### config.mk
export PLATFORM = sky130hd
export DESIGN_NAME = bounded_deque_with_remove_core
export DESIGN_NICKNAME = d
export VERILOG_FILES = /design/src/bdq_pkg.sv /design/src/bounded_deque_with_remove_core.sv /design/src/bdq_ram.sv /design/src/bdq_ctrl.sv
export VERILOG_INCLUDE_DIRS = /design/src /design/src/src
export SDC_FILE = /design/constraint.sdc
export NUM_CORES = 1
export LEC_CHECK = 0
export BUFFER_PORTS_ARGS = -buffer_cell sky130_fd_sc_hd__buf_2
export CELL_PAD_IN_SITES_DETAIL_PLACEMENT = 1
export CELL_PAD_IN_SITES_GLOBAL_PLACEMENT = 1
export CORE_MARGIN = 8
export CORE_UTILIZATION = 50
export CTS_CLUSTER_SIZE = 16
export DETAILED_ROUTE_END_ITERATION = 8
export MAX_ROUTING_LAYER = met4
export PLACE_DENSITY_LB_ADDON = 0.1
export REMOVE_ABC_BUFFERS = 1
export SLEW_MARGIN = 20
export SYNTH_ARGS = -nofsm -noshare
export SYNTH_HDL_FRONTEND = slang
export SYNTH_SLANG_ARGS = --single-unit
### constraint.sdc
create_clock -name clk -period 6.73 [get_ports clk]
set_input_delay 0.3365 -clock clk [delete_from_list [all_inputs] [get_ports clk]]
set_output_delay 0.3365 -clock clk [all_outputs]
set_load 0.02 [all_outputs]
### src/bounded_deque_with_remove_core_defines.svh
// ----------------------------------------------------------------------------
// bounded deque assertion macros
// shared property forms for the deque core checks
// ----------------------------------------------------------------------------
`ifndef BOUNDED_DEQUE_WITH_REMOVE_CORE_DEFINES_SVH
`define BOUNDED_DEQUE_WITH_REMOVE_CORE_DEFINES_SVH

// same-cycle implication, sampled on clk, off during reset
`define BDQ_ASSERT_NOW(lbl, ante, cons, msg) \
	lbl: assert property (@(posedge clk) disable iff (!arst_n) (ante) |-> (cons)) else $error(msg);

// next-cycle implication, sampled on clk, off during reset
`define BDQ_ASSERT_NEXT(lbl, ante, cons, msg) \
	lbl: assert property (@(posedge clk) disable iff (!arst_n) (ante) |=> (cons)) else $error(msg);

`endif

### src/bdq_pkg.sv
// ----------------------------------------------------------------------------
// bdq_pkg
// types, codes and constants shared by the bounded deque core
// ----------------------------------------------------------------------------
package bdq_pkg;

	// fixed field widths
	localparam int HANDLE_W  = 32;
	localparam int OCC_W     = 5;
	localparam int CFG_W     = 5;
	localparam int ACTION_W  = 3;
	localparam int STATUS_W  = 2;

	// default slot store depth
	localparam int DEPTH_DEF = 16;

	// request actions
	localparam logic [ACTION_W-1:0] ACT_APPEND   = 3'd0;
	localparam logic [ACTION_W-1:0] ACT_POP_HEAD = 3'd1;
	localparam logic [ACTION_W-1:0] ACT_POP_TAIL = 3'd2;
	localparam logic [ACTION_W-1:0] ACT_REMOVE   = 3'd3;
	localparam logic [ACTION_W-1:0] ACT_COUNT    = 3'd4;

	// response status codes
	localparam logic [STATUS_W-1:0] ST_OK       = 2'd0;
	localparam logic [STATUS_W-1:0] ST_EMPTY    = 2'd1;
	localparam logic [STATUS_W-1:0] ST_FULL     = 2'd2;
	localparam logic [STATUS_W-1:0] ST_NOTFOUND = 2'd3;

	typedef struct packed {
		logic [ACTION_W-1:0] action;
		logic [HANDLE_W-1:0] handle;
	} req_t;

	typedef struct packed {
		logic [STATUS_W-1:0] status;
		logic [HANDLE_W-1:0] handle_out;
		logic [OCC_W-1:0]    occupancy_out;
	} rsp_t;

	typedef enum logic [3:0] {
		S_INIT,
		S_IDLE,
		S_START,
		S_APPEND,
		S_POPH,
		S_TWALK,
		S_RWALK,
		S_RFIX,
		S_FREE,
		S_DONE
	} state_t;

endpackage

### src/bounded_deque_with_remove_core.sv
// ----------------------------------------------------------------------------
// bounded_deque_with_remove_core: handle queue over a linked slot store
// count, full and empty results go from start to done; append hooks the free slot behind the tail
// pop head and pop tail free a slot, pop tail after a walk to the entry before the tail; remove walks to the match
// one request at a time; next request taken the cycle after the result leaves
// reset: free-list sweep through the link ram, stall held high
// ----------------------------------------------------------------------------
`include "bounded_deque_with_remove_core_defines.svh"

module bounded_deque_with_remove_core #(
	parameter int DEPTH = bdq_pkg::DEPTH_DEF
) (
	input  logic                      clk,
	input  logic                      arst_n,
	input  logic                      req_valid,
	output logic                      req_stall,
	input  bdq_pkg::req_t             req,
	output logic                      rsp_valid,
	input  logic                      rsp_stall,
	output bdq_pkg::rsp_t             rsp,
	input  logic                      cfg_valid,
	output logic                      cfg_ready,
	input  logic [bdq_pkg::CFG_W-1:0] cfg_data
);

	localparam int AW = $clog2(DEPTH);
	localparam int HW = bdq_pkg::HANDLE_W;

	logic [bdq_pkg::CFG_W-1:0] cap_q;
	logic                      ctrl_ready;
	logic                      res_valid;
	bdq_pkg::rsp_t             res;
	logic                      res_take;
	logic                      rsp_valid_q;
	bdq_pkg::rsp_t             rsp_q;

	logic          link_we;
	logic [AW-1:0] link_waddr;
	logic [AW-1:0] link_wdata;
	logic          link_re;
	logic [AW-1:0] link_raddr;
	logic [AW-1:0] link_rdata;
	logic          hnd_we;
	logic [AW-1:0] hnd_waddr;
	logic [HW-1:0] hnd_wdata;
	logic          hnd_re;
	logic [AW-1:0] hnd_raddr;
	logic [HW-1:0] hnd_rdata;

	// capacity limit register, always writable
	assign cfg_ready = 1'b1;

	always_ff @(posedge clk or negedge arst_n) begin
		if (!arst_n) begin
			cap_q <= '0;
		end else if (cfg_valid && cfg_ready) begin
			cap_q <= cfg_data;
		end
	end

	// sequencer
	bdq_ctrl #(
		.DEPTH(DEPTH)
	) u_ctrl (
		.clk        (clk),
		.arst_n     (arst_n),
		.req_valid  (req_valid),
		.req        (req),
		.ready      (ctrl_ready),
		.cap        (cap_q),
		.res_valid  (res_valid),
		.res        (res),
		.res_take   (res_take),
		.link_we    (link_we),
		.link_waddr (link_waddr),
		.link_wdata (link_wdata),
		.link_re    (link_re),
		.link_raddr (link_raddr),
		.link_rdata (link_rdata),
		.hnd_we     (hnd_we),
		.hnd_waddr  (hnd_waddr),
		.hnd_wdata  (hnd_wdata),
		.hnd_re     (hnd_re),
		.hnd_raddr  (hnd_raddr),
		.hnd_rdata  (hnd_rdata)
	);

	assign req_stall = !ctrl_ready;

	// next-slot links
	bdq_ram #(
		.WIDTH(AW),
		.DEPTH(DEPTH)
	) u_link_ram (
		.clk   (clk),
		.we    (link_we),
		.waddr (link_waddr),
		.wdata (link_wdata),
		.re    (link_re),
		.raddr (link_raddr),
		.rdata (link_rdata)
	);

	// handle store
	bdq_ram #(
		.WIDTH(HW),
		.DEPTH(DEPTH)
	) u_hnd_ram (
		.clk   (clk),
		.we    (hnd_we),
		.waddr (hnd_waddr),
		.wdata (hnd_wdata),
		.re    (hnd_re),
		.raddr (hnd_raddr),
		.rdata (hnd_rdata)
	);

	// output register, loads when empty or being drained
	assign res_take = res_valid && (!rsp_valid_q || !rsp_stall);

	always_ff @(posedge clk or negedge arst_n) begin
		if (!arst_n) begin
			rsp_valid_q <= 1'b0;
		end else if (res_take) begin
			rsp_valid_q <= 1'b1;
		end else if (!rsp_stall) begin
			rsp_valid_q <= 1'b0;
		end
	end

	always_ff @(posedge clk) begin
		if (res_take) begin
			rsp_q <= res;
		end
	end

	assign rsp_valid = rsp_valid_q;
	assign rsp       = rsp_q;

	// checks
	`BDQ_ASSERT_NEXT(a_busy_after_req, req_valid && !req_stall, req_stall, "request taken while busy")
	`BDQ_ASSERT_NOW(a_fail_no_handle, rsp_valid && (rsp.status != bdq_pkg::ST_OK), rsp.handle_out == '0, "failed request returned a handle")
	`BDQ_ASSERT_NOW(a_empty_zero_occ, rsp_valid && (rsp.status == bdq_pkg::ST_EMPTY), rsp.occupancy_out == '0, "empty status with nonzero occupancy")
	`BDQ_ASSERT_NOW(a_occ_bound, rsp_valid, 32'(rsp.occupancy_out) <= 32'(DEPTH), "occupancy above store depth")

endmodule

### src/bdq_ram.sv
// ----------------------------------------------------------------------------
// bdq_ram
// generic simple dual-port ram, one write and one registered read port
// ----------------------------------------------------------------------------
module bdq_ram #(
	parameter int WIDTH = 8,
	parameter int DEPTH = 16,
	localparam int AW = $clog2(DEPTH)
) (
	input  logic             clk,
	input  logic             we,
	input  logic [AW-1:0]    waddr,
	input  logic [WIDTH-1:0] wdata,
	input  logic             re,
	input  logic [AW-1:0]    raddr,
	output logic [WIDTH-1:0] rdata
);

	logic [WIDTH-1:0] mem_q [DEPTH];
	logic [WIDTH-1:0] rdata_q;

	// write port
	always_ff @(posedge clk) begin
		if (we) begin
			mem_q[waddr] <= wdata;
		end
	end

	// registered read, holds when not enabled
	always_ff @(posedge clk) begin
		if (re) begin
			rdata_q <= mem_q[raddr];
		end
	end

	assign rdata = rdata_q;

endmodule

### src/bdq_ctrl.sv
// ----------------------------------------------------------------------------
// bdq_ctrl
// list sequencer: walks the slot links one entry per cycle, with a single
// handle comparator for removal, and updates head, tail, free list and occupancy
// ----------------------------------------------------------------------------
module bdq_ctrl #(
	parameter int DEPTH = bdq_pkg::DEPTH_DEF,
	localparam int AW = $clog2(DEPTH),
	localparam int HW = bdq_pkg::HANDLE_W
) (
	input  logic                     clk,
	input  logic                     arst_n,
	input  logic                     req_valid,
	input  bdq_pkg::req_t            req,
	output logic                     ready,
	input  logic [bdq_pkg::CFG_W-1:0] cap,
	output logic                     res_valid,
	output bdq_pkg::rsp_t            res,
	input  logic                     res_take,
	output logic                     link_we,
	output logic [AW-1:0]            link_waddr,
	output logic [AW-1:0]            link_wdata,
	output logic                     link_re,
	output logic [AW-1:0]            link_raddr,
	input  logic [AW-1:0]            link_rdata,
	output logic                     hnd_we,
	output logic [AW-1:0]            hnd_waddr,
	output logic [HW-1:0]            hnd_wdata,
	output logic                     hnd_re,
	output logic [AW-1:0]            hnd_raddr,
	input  logic [HW-1:0]            hnd_rdata
);

	localparam int OW = $clog2(DEPTH + 1);
	localparam int CW = (OW > bdq_pkg::CFG_W) ? OW : bdq_pkg::CFG_W;

	bdq_pkg::state_t state_q, state_d;
	bdq_pkg::req_t   req_q, req_d;

	logic [AW-1:0] head_q, head_d;
	logic [AW-1:0] tail_q, tail_d;
	logic [AW-1:0] free_q, free_d;
	logic [AW-1:0] slot_q, slot_d;
	logic [AW-1:0] prev_q, prev_d;
	logic [AW-1:0] next_q, next_d;
	logic [AW-1:0] init_q, init_d;
	logic [OW-1:0] occ_q, occ_d;
	logic [OW-1:0] cnt_q, cnt_d;

	logic [bdq_pkg::STATUS_W-1:0] status_q, status_d;
	logic [HW-1:0]                hout_q, hout_d;

	logic [CW-1:0] cap_w;
	logic [CW-1:0] occ_w;
	logic [CW-1:0] dep_w;
	logic          limit_full;
	logic          is_full;
	logic          hit;
	logic          walk_last;

	// capacity check, zero or oversized limit means the whole store
	always_comb begin
		cap_w      = CW'(cap);
		occ_w      = CW'(occ_q);
		dep_w      = CW'(DEPTH);
		limit_full = (cap_w == '0) || (cap_w > dep_w);
		is_full    = limit_full ? (occ_w >= dep_w) : (occ_w >= cap_w);
	end

	// single handle comparator for the removal walk
	assign hit       = (hnd_rdata == req_q.handle);
	assign walk_last = (OW'(cnt_q + OW'(1)) == occ_q);

	// control registers
	always_ff @(posedge clk or negedge arst_n) begin
		if (!arst_n) begin
			state_q <= bdq_pkg::S_INIT;
			head_q  <= '0;
			tail_q  <= '0;
			free_q  <= '0;
			occ_q   <= '0;
			init_q  <= '0;
		end else begin
			state_q <= state_d;
			head_q  <= head_d;
			tail_q  <= tail_d;
			free_q  <= free_d;
			occ_q   <= occ_d;
			init_q  <= init_d;
		end
	end

	// working registers
	always_ff @(posedge clk) begin
		req_q    <= req_d;
		slot_q   <= slot_d;
		prev_q   <= prev_d;
		next_q   <= next_d;
		cnt_q    <= cnt_d;
		status_q <= status_d;
		hout_q   <= hout_d;
	end

	// sequencer next state and ram control
	always_comb begin
		state_d  = state_q;
		req_d    = req_q;
		head_d   = head_q;
		tail_d   = tail_q;
		free_d   = free_q;
		slot_d   = slot_q;
		prev_d   = prev_q;
		next_d   = next_q;
		occ_d    = occ_q;
		cnt_d    = cnt_q;
		init_d   = init_q;
		status_d = status_q;
		hout_d   = hout_q;

		ready      = 1'b0;
		link_we    = 1'b0;
		link_waddr = slot_q;
		link_wdata = free_q;
		link_re    = 1'b0;
		link_raddr = head_q;
		hnd_we     = 1'b0;
		hnd_waddr  = free_q;
		hnd_wdata  = req_q.handle;
		hnd_re     = 1'b0;
		hnd_raddr  = head_q;

		case (state_q)
			// chain every slot into the free list after reset
			bdq_pkg::S_INIT: begin
				link_we    = 1'b1;
				link_waddr = init_q;
				if (init_q == AW'(DEPTH - 1)) begin
					link_wdata = '0;
					state_d    = bdq_pkg::S_IDLE;
				end else begin
					link_wdata = AW'(init_q + AW'(1));
					init_d     = AW'(init_q + AW'(1));
				end
			end

			bdq_pkg::S_IDLE: begin
				ready = 1'b1;
				if (req_valid) begin
					req_d    = req;
					status_d = bdq_pkg::ST_OK;
					hout_d   = '0;
					state_d  = bdq_pkg::S_START;
				end
			end

			// check the request and issue the first reads
			bdq_pkg::S_START: begin
				case (req_q.action)
					bdq_pkg::ACT_APPEND: begin
						if (is_full) begin
							status_d = bdq_pkg::ST_FULL;
							state_d  = bdq_pkg::S_DONE;
						end else begin
							hnd_we     = 1'b1;
							hnd_waddr  = free_q;
							link_re    = 1'b1;
							link_raddr = free_q;
							slot_d     = free_q;
							state_d    = bdq_pkg::S_APPEND;
						end
					end
					bdq_pkg::ACT_POP_HEAD: begin
						if (occ_q == '0) begin
							status_d = bdq_pkg::ST_EMPTY;
							state_d  = bdq_pkg::S_DONE;
						end else begin
							link_re    = 1'b1;
							link_raddr = head_q;
							hnd_re     = 1'b1;
							hnd_raddr  = head_q;
							slot_d     = head_q;
							state_d    = bdq_pkg::S_POPH;
						end
					end
					bdq_pkg::ACT_POP_TAIL: begin
						if (occ_q == '0) begin
							status_d = bdq_pkg::ST_EMPTY;
							state_d  = bdq_pkg::S_DONE;
						end else begin
							link_re    = 1'b1;
							link_raddr = head_q;
							hnd_re     = 1'b1;
							hnd_raddr  = tail_q;
							slot_d     = tail_q;
							prev_d     = head_q;
							cnt_d      = OW'(occ_q - OW'(2));
							state_d    = bdq_pkg::S_TWALK;
						end
					end
					bdq_pkg::ACT_REMOVE: begin
						if (occ_q == '0) begin
							status_d = bdq_pkg::ST_EMPTY;
							state_d  = bdq_pkg::S_DONE;
						end else begin
							link_re    = 1'b1;
							link_raddr = head_q;
							hnd_re     = 1'b1;
							hnd_raddr  = head_q;
							slot_d     = head_q;
							prev_d     = head_q;
							cnt_d      = '0;
							state_d    = bdq_pkg::S_RWALK;
						end
					end
					default: begin
						state_d = bdq_pkg::S_DONE;
					end
				endcase
			end

			// take the free slot and hook it behind the tail
			bdq_pkg::S_APPEND: begin
				free_d = link_rdata;
				if (occ_q == '0) begin
					head_d = slot_q;
				end else begin
					link_we    = 1'b1;
					link_waddr = tail_q;
					link_wdata = slot_q;
				end
				tail_d  = slot_q;
				occ_d   = OW'(occ_q + OW'(1));
				state_d = bdq_pkg::S_DONE;
			end

			bdq_pkg::S_POPH: begin
				hout_d  = hnd_rdata;
				head_d  = link_rdata;
				state_d = bdq_pkg::S_FREE;
			end

			// walk from the head to the entry before the tail
			bdq_pkg::S_TWALK: begin
				if (occ_q == OW'(1)) begin
					hout_d  = hnd_rdata;
					state_d = bdq_pkg::S_FREE;
				end else if (cnt_q == '0) begin
					hout_d  = hnd_rdata;
					tail_d  = prev_q;
					state_d = bdq_pkg::S_FREE;
				end else begin
					prev_d     = link_rdata;
					cnt_d      = OW'(cnt_q - OW'(1));
					link_re    = 1'b1;
					link_raddr = link_rdata;
				end
			end

			// search from the head, one entry per cycle
			bdq_pkg::S_RWALK: begin
				if (hit) begin
					next_d  = link_rdata;
					hout_d  = req_q.handle;
					state_d = bdq_pkg::S_RFIX;
				end else if (walk_last) begin
					status_d = bdq_pkg::ST_NOTFOUND;
					state_d  = bdq_pkg::S_DONE;
				end else begin
					prev_d     = slot_q;
					slot_d     = link_rdata;
					cnt_d      = OW'(cnt_q + OW'(1));
					link_re    = 1'b1;
					link_raddr = link_rdata;
					hnd_re     = 1'b1;
					hnd_raddr  = link_rdata;
				end
			end

			// unlink the matched slot
			bdq_pkg::S_RFIX: begin
				if (cnt_q == '0) begin
					head_d = next_q;
				end else begin
					link_we    = 1'b1;
					link_waddr = prev_q;
					link_wdata = next_q;
					if (walk_last) begin
						tail_d = prev_q;
					end
				end
				state_d = bdq_pkg::S_FREE;
			end

			// push the released slot onto the free list
			bdq_pkg::S_FREE: begin
				link_we    = 1'b1;
				link_waddr = slot_q;
				link_wdata = free_q;
				free_d     = slot_q;
				occ_d      = OW'(occ_q - OW'(1));
				state_d    = bdq_pkg::S_DONE;
			end

			bdq_pkg::S_DONE: begin
				if (res_take) begin
					state_d = bdq_pkg::S_IDLE;
				end
			end

			default: begin
				state_d = bdq_pkg::S_IDLE;
			end
		endcase
	end

	// result toward the output register
	assign res_valid         = (state_q == bdq_pkg::S_DONE);
	assign res.status        = status_q;
	assign res.handle_out    = hout_q;
	assign res.occupancy_out = bdq_pkg::OCC_W'(occ_q);

endmodule
Word-level counts from Yosys, hierarchy flattened:

Memory sizes are Yosys's and may differ from the RTL's. A register that Yosys moved wholly into a read port is not among the register bits.
Index checks and enable logic that the tools add are counted.

* flip-flop bits (word level): 156
* bits in latches: 0
* memory bits (writable): 576
* ROM bits: 0
* input bits: 45
* logic and storage cells: 201
* memories: 2

* add/sub/neg operators: 6
* multipliers: 0
* divide/modulo/power cells: 0
* order comparisons: 3
* equality and inequality tests: 42
* shifts and indexed selects: 0
* muxes and demuxes: 93
* bitwise gates (word level): 1
* reduce and logical (&&, ||, !) cells: 35

Memories
* u_hnd_ram.mem_q: depth 16, width 32, rd ports 1, clocked after memory_dff 1, wr ports 1, line bdq_ram.sv:19 `logic [WIDTH-1:0] mem_q [DEPTH];`
* u_link_ram.mem_q: depth 16, width 4, rd ports 1, clocked after memory_dff 1, wr ports 1, line bdq_ram.sv:19

Operators by type and width (number)
* 2-to-1 mux 4 bit: 39
* 2-to-1 mux 32 bit: 4
* case mux 32 bit (4 select lines): 1
* case mux 4 bit (3 select lines): 7
* == test 32 bit: 1
* case mux 4 bit (8 select lines): 1
* 2-to-1 mux 5 bit: 6
* case mux 4 bit (2 select lines): 3
* case mux 5 bit (2 select lines): 2
* 2-to-1 mux 1 bit: 17
* == test 4 x 3 -> 1 bit, second input constant: 4
* inequality test 2 x 1 -> 1 bit, second input constant: 8
* inequality test 2 bit, second input constant: 8
* case mux 4 bit (4 select lines): 1
* zero test 5 bit: 3
* case mux 5 bit (3 select lines): 1
* AND reduction 5 bit: 3
* AND reduction 7 bit: 2
* == test 4 bit, second input constant: 3
* inequality test 3 bit, second input constant: 4
* nonzero test 3 bit: 4
* adder 5 x 1 -> 5 bit, second input constant: 2
* 2-to-1 mux 2 bit: 5
* OR reduction 2 bit: 5
* other kinds (31): 46

Longest topological paths before layout:

Gate-level depths: netlist (run 1).

* word-level depth: 8
* depth in mapped cells: 14
* gate-level depth less buffers: 11

By module:

A second synthesis (run 1) with hierarchy kept.

* cells, all modules: 1630
* area total of the unflattened synthesis: 30765.8 µm²

Modules (own cells, without submodules)
* bdq_ram (u_hnd_ram): times used 1, cells each 838, area each 20155.6 µm², seq. area each 16335.7 µm²
* bdq_ctrl: times used 1, cells each 607, area each 6496.2 µm², seq. area each 3208.1 µm²
* bdq_ram (u_link_ram): times used 1, cells each 130, area each 2706.3 µm², seq. area each 2042.0 µm²
* bounded_deque_with_remove_core: times used 1, cells each 55, area each 1407.6 µm², seq. area each 1321.3 µm²

Worst setup path after synthesis (run 1):

Ideal clock, no wire load.

* path type: register to register
* start: register u_ctrl.occ_q[0]
* end: memory u_hnd_ram.mem_q[0][0] (netlist bit) (enable)
* setup time: 461 ps
* data arrival time: 4820 ps
* data required time: 6269 ps
* setup slack: 1449 ps
* stages on the path, launching flop included: 9
* path buffers: 0
* path through: dfrtp_1 inv_1 ha_1 nand2b_1 a2111oi_1 o21ai_0 a211oi_4 or3b_2 nor3_1

* cells in the longest elaborated chain, start to end: 7

Ends and longest elaborated chain
* start, declared: line bdq_ctrl.sv:47 `logic [OW-1:0] occ_q, occ_d;`
* start signal, assigned: line bdq_ctrl.sv:81 `occ_q <= '0;`
* start signal, assigned: line bdq_ctrl.sv:88 `occ_q <= occ_d;`
* greater-or-equal comparator 5 bit: line bdq_ctrl.sv:67 `is_full = limit_full ? (occ_w >= dep_w) : (occ_w >= cap_w);`
* 2-to-1 mux 1 bit *: line bdq_ctrl.sv:67
* 2-to-1 mux 1 bit *: line bdq_ctrl.sv:160 `if (is_full) begin`
* 2-to-1 mux 1 bit *: line bdq_ctrl.sv:158 `case (req_q.action)`
* 2-to-1 mux 1 bit *: line bdq_ctrl.sv:132 `case (state_q)`
* 2-to-1 mux 1 bit *: line bdq_ram.sv:24 `if (we) begin`
* 2-to-1 mux 1 bit (not written as such) *: line bdq_ram.sv:25 `mem_q[waddr] <= wdata;`
* end, declared: line bdq_ram.sv:19

Every way passes the cells marked *; elsewhere a longest branch is shown, timed or not.

Worst setup path after layout (run 1):

* start: register u_ctrl.state_q[2]
* end: register u_hnd_ram.rdata_q[23], in the netlist u_hnd_ram.rdata[23] (read register of u_hnd_ram.mem_q), data pin

* cells in the longest elaborated chain, start to end: 2

Ends and longest elaborated chain
* start, declared: line bdq_ctrl.sv:37 `bdq_pkg::state_t state_q, state_d;`
* start signal, assigned: line bdq_ctrl.sv:77 `state_q <= bdq_pkg::S_INIT;`
* start signal, assigned: line bdq_ctrl.sv:84 `state_q <= state_d;`
* == test 4 x 3 -> 1 bit or == test 4 x 2 -> 1 bit (tied branches): line bdq_ctrl.sv:132
* case mux 4 bit (2 select lines) or case mux 1 bit (2 select lines) (tied branches): line bdq_ctrl.sv:132
* end, declared: line bdq_ram.sv:20 `logic [WIDTH-1:0] rdata_q;`

Parallel ways exist; a longest one is shown, timed or not.
A chain may end at the register's enable or synchronous reset.

==> flow_summary.yaml, run 1 <==
run_status:
  status: "finished clean"
timing:
  fin_crit_sh: 0.7754
  worstMarginPinSlew_ns: 1.098
  finalMaxSlewViolations: 0
  timing.fmax_mhz: 191.6
  setup_slack_ns: 1.511
  hold_viol_final: 0
  hold_slack_ns: 0.08535
  setup_viol: 0
  rsz0062_at_grt: "no"
  finalClockSkew_ns: 0.02809
  period_minus_slack_ns: 5.219
  relSlewSlack: 0.2681
yosys:
  syn-cell-area_um2: 31190
  synth_edf_count: 737
  ys_ff_latch: 768
  yosys_warnings: 0
  syn_area_per_cell_um2: 15.08
  synth_seq_area_share: 0.7345
  synth_top_area_cell: "edfxtp_1"
  synth_common_cells: "edfxtp_1, nand2_1, mux2i_1, a32oi_1, nor2_1"
  netlist_instances: 2068
  netlist.area_leader.share: 0.7096
  synth_area_leaders: "edfxtp_1, nand2_1, mux2i_1, a32oi_1, dfrtp_1"
  ys.flop_type: "edfxtp_1"
  synth.most_common_cell: "edfxtp_1"
  yosysUniqueCellTypes: 79
  async_flop_share: 0.04036
worst_setup_path:
  cp_num_buf_inv: 2
  crit_path_max_fanout: 43
  cp_slowest_cell: "dfrtp_1"
  cp_top_family: "simple AND/OR/NAND/NOR gates"
  worst_path_largest_cell_delay_ns: 0.81
  cp_cell_sequence: "nor2b_1 -> nand2_1 -> a211oi_2 -> a22oi_2 -> buf_4 -> and2_4 -> nor3_4 -> buf_4 -> a32oi_1 -> and4_1"
  cp_data_required_time_ns: 7.11
  cp-end-kind: "flop"
  worstSetupPathType: "flop to flop"
  critPathMostFrequentCell: "buf_4"
  cp.arrival_ns: 5.59
  worstSetupStartpointType: "flop"
global_route:
  grt_max_degree: 130
  grt_pass1_vias: 20363
  antenna_found_initial: 0
  grt_overflow: 0
  grt_util_all_layers: 0.2595
  grt_pass1_wl_um: 132800
power:
  p_per_area_nw_per_um2: 417.5
  power.leakage_nw: 11.89
  irDropWorstVdd_v: 0.0004788
floorplan:
  rows: 91
  core_area_um2: 61710
  io-pin-count: 87
  die_w_um: 265.8
  die_h_um: 265.8
  fp.dieArea_um2: 70630
  initial_core_util: 0.5054
finish:
  synthToLayoutAreaGrowth_pct: 14.28
  num-fill-cells: 5719
  fin_nets: 2265
  finalNonFillerCells: 3100
  drive_gt1_frac: 0.1321
  postLayoutCellArea_um2: 35640
  diodes: 0
detailed_routing:
  dr_total_vias: 19402
  totalWireLength_um: 89930
  wl_per_cell_um: 29.01
  drtIter0Drc: 1777
  drt_pass1_iterations: 6
  antenna_left: 0
  drc: 0
  via_per_inst: 6.259
clocking:
  clkSinkCount: 768
  tritoncts: "yes"
  cts.htree.levels: 3
  path_clk_slew_ns: 0.06
  clk_latency_ns: 0.64
  cts_buffers: 80
  cts_root_buf: "clkbuf_16"
  clockBufferDepth: 3
job:
  maxCapViolCount: 0
placed_design:
  gp_congestion: 0.8663
  place_inst: 2910
  detailedPlace.worstSlack_ns: 1.632
  placed_area_um2: 32700
  place.detailed.hpwl_um: 50800
  port_buffers: 85
worst_hold_path:
  min-delay-path-class: "input port to flop"
-- area by class of cell --
cell class,instances,area [um2],share of cell area
flip-flops and latches,768,22910,0.6427
multi-input cells,1159,7891,0.2214
clock buffers,97,2130,0.05975
repair buffers,177,1276,0.03581
well taps,837,1047,0.02938
clock inverters,44,322.8,0.009057
inverters,18,67.56,0.001896
-- cell usage in the layout, fill, tap and decap left out, drive strengths merged, types with 7 or more instances in the layout --
cell and count:
mux4 8, a32oi 97, nand3 21, nand4 13, clkbuf 97, o22ai 10
mux2i 110, a21oi 39, dfrtp 31, nand2 326, inv 20, dlygate4sd3 49
and3 42, edfxtp 737, a21boi 7, o21ai 28, nor3 27, ha 16
a211oi 43, buf 128, nand2b 12, and2 9, a22o 42, o31ai 7
a31oi 36, xnor2 45, a22oi 8, and4 33, clkinv 38, o211ai 7
nor2 81
-- flip-flops by register name, summed over array words and instances (netlist names), 5 cells and up --
register          cells
u_ctrl.hout_q        32
rsp                  39
u_ctrl.hnd_wdata     32
u_hnd_ram.rdata      32
cap_q                 5
u_hnd_ram.mem_q     512
u_ctrl.occ_q          5
u_link_ram.mem_q     64
u_ctrl.cnt_q          5
-- through the flow --
stage               total power [mW]  utilization  setup TNS [ns]
finish                         14.88       0.5776               0
global placement               10.52       0.5295               0
detailed placement             10.69       0.5299               0
global route                   15.44       0.5776               0
CTS                            14.94       0.5776               0
floorplan                      9.214            -         -171.59
-- routing by layer --
metal | up-vias | track usage | wire length, um
met2 | 716 | 0.4271 | 44610
li1 | 8351 | - | -
met3 | 174 | 0.03866 | 5371
met4 | 0 | 0.08604 | 2878
met1 | 10161 | 0.3316 | 37070
met5 | - | - | 0
-- timing repair --
item | in CTS | in global routing
hold buffers | 49 | 0
buffers inserted | 0 | 0
gates resized for setup | 0 | 0
endpoints found under the hold margin | 72 | 0
-- kinds of logic after synthesis --
group	share of synthesized area
other cells	0.0001202
buf+inv	0.01962
simple gates	0.08954
flops	0.7345
fa+ha+maj	0.006419
xor+xnor	0.01504
compound gates	0.09263
mux	0.04216
-- worst paths after layout --
kind	depth (start not counted)	slack (ns)	endpoint	from
min in group asynchronous	2	0.34	u_ctrl.occ_q[3]	arst_n
min	2	0.09	cap_q[0]	cfg_valid
max reg2reg	10	1.51	u_hnd_ram.rdata[23]	u_ctrl.state_q[2]
max	10	1.51	u_hnd_ram.rdata[23]	u_ctrl.state_q[2]
min reg2reg	0	0.42	rsp[26]	u_ctrl.hout_q[21]
max in group asynchronous	2	5.87	u_ctrl.tail_q[3]	arst_n
-- where the power goes --
part	total (mW)	internal (mW)	switching (mW)
clock	4.22	2.37	1.85
sequential	6.69	6.16	0.530
combinational	3.97	1.32	2.65
Power figures use the tool's default switching activity.
==> run 2: changes to the inputs <==
- CORE_UTILIZATION: 50 -> 48
- clock period: 6.73 -> 4.5 ns (I/O delays scaled with it)
==> run 2 against run 1 <==
Against the previous run: critical path depth grew 1; wire length grew 5.1%; worst hold slack gained 0.10 ns; first-iteration DRC count grew 13%; maximum frequency grew 26%; final area grew 3.1%; die area grew 3.9%; clock-buffer cell count grew 5; critical endpoint is now u_link_ram.rdata[3].
==> flow_summary.yaml, run 2 (synthesis gave the netlist of run 1 again) <==
run_status:
  status: "finished clean"
finish:
  fin_nets: 2357
  final_common_cell: "edfxtp_1"
  largest_reg_flops: 512
  diodes: 0
  final_util: 0.5712
  finalNonFillerCells: 3211
  mostFrequentLayoutCells: "edfxtp_1, nand2_1, mux2i_1, buf_4, a32oi_1"
  drive_gt1_frac: 0.1668
  top_register: "u_hnd_ram.mem_q"
  synthToLayoutAreaGrowth_pct: 17.84
global_route:
  grt_util_all_layers: 0.2607
  grt_pass1_wl_um: 139900
  grt_pass1_vias: 21078
  antenna_found_initial: 1
  grt_overflow: 0
  grt_max_degree: 52
power:
  p_per_area_nw_per_um2: 625.5
  irDropWorstVdd_v: 0.0004796
  power.leakage_nw: 12.44
timing:
  worstMarginPinSlew_ns: 1.066
  setup_viol: 0
  relSlewSlack: 0.2895
  finalMaxSlewViolations: 0
  rsz0062_at_grt: "no"
  finalClockSkew_ns: 0.03774
  hold_viol_final: 0
  period_minus_slack_ns: 4.127
  setup_slack_ns: 0.3733
  fin_crit_sh: 0.9170
  hold_slack_ns: 0.1877
  tns_ns: 0
  timing.fmax_mhz: 242.3
floorplan:
  fp.dieArea_um2: 73390
  rows: 93
  io-pin-count: 87
  die_w_um: 270.9
  initial_core_util: 0.4847
  die_h_um: 270.9
  core_area_um2: 64350
worst_setup_path:
  cp-end-kind: "flop"
  reg2reg_slack_ns: 0.37
  rr_worst_depth: 11
  crit_end: "u_link_ram.rdata[3]"
  cp.arrival_ns: 4.49
  worstSetupPathType: "flop to flop"
  r2r_start: "u_ctrl.occ_q[0]"
  startpoint: "u_ctrl.occ_q[0]"
  crit_path_max_fanout: 13
  worstSetupStartpointType: "flop"
  reg2reg_to: "u_link_ram.rdata[3]"
  cp_data_required_time_ns: 4.86
placed_design:
  port_buffers: 85
  place_inst: 3017
  detailedPlace.worstSlack_ns: 0.3482
  gp_congestion: 0.8733
  place.detailed.hpwl_um: 54100
detailed_routing:
  antenna_left: 0
  totalWireLength_um: 94540
  via_per_inst: 6.212
  drt_pass1_iterations: 7
  drtIter0Drc: 2005
  drc: 0
  wl_per_cell_um: 29.44
  dr_total_vias: 19948
clocking:
  clkSinkCount: 768
  clk_latency_ns: 0.64
  cts_root_buf: "clkbuf_16"
  path_clk_slew_ns: 0.07
  tritoncts: "yes"
  cts_buffers: 80
  clockBufferDepth: 3
  cts.htree.levels: 3
worst_hold_path:
  min-delay-path-class: "input port to flop"
job:
  maxCapViolCount: 0
## run 2: cell type report
cell class / instances / area, um2
sequential: 768 / 22910
timing repair buffer: 269 / 2317
inverter: 18 / 67.56
multi-input combinational: 1159 / 7893
fill: 5958 / 27590
tap: 855 / 1070
clock inverter: 40 / 372.9
clock buffer: 102 / 2127
## run 2: worst max-delay path: stages (launching register included)
cell and delay (ns):
dfrtp_1 0.38, inv_1 0.14, ha_1 0.24, nand2b_1 0.14
a2111oi_1 0.57, o21ai_0 0.34, a211oi_4 0.66, a211o_1 0.25
a21o_1 0.45, mux4_2 0.40, a22oi_1 0.20, nand3_1 0.09
## run 2: report_power, final
group,leakage [nW],internal [mW],switching (mW)
Clock,1.22,3.64,2.77
Sequential,7.05,9.21,0.510
Combinational,4.17,2.35,4.50
## run 2: repair_timing
action,CTS,global route
buffers inserted,0,0
setup endpoints to repair,0,0
hold buffers,51,0
hold endpoints to repair,73,0
resized for setup,0,0
## run 2: metal layers
layer  wire, um  track usage
met2      46680       0.4283
met1      38970       0.3369
met5          0            -
met3       6105      0.03564
met4       2787      0.08101
## run 2: worst min path at each step
| stage | start | end | slack (ns) | depth (start not counted) |
|---|---|---|---|---|
| 6_report | req_valid | u_ctrl.state_q[1] | 0.19 | 7 |
| 3_3_place_gp | arst_n | u_ctrl.occ_q[4] | 0.36 | 1 |
| 4_1_cts | req_valid | u_ctrl.state_q[1] | 0.15 | 7 |
| 2_1_floorplan | arst_n | cap_q[0] | -0.07 | 0 |
| 5_1_grt | req_valid | u_ctrl.state_q[1] | 0.21 | 7 |
| 3_5_place_dp | arst_n | u_ctrl.occ_q[1] | 0.36 | 1 |
## run 2: through the flow
stage	area, um2	total power [mW]
after global placement	33710	16.34
after global routing	36750	23.86
final	36750	22.99
after floorplan	30640	13.78
after CTS	36730	23.07
after detailed placement	33710	16.58
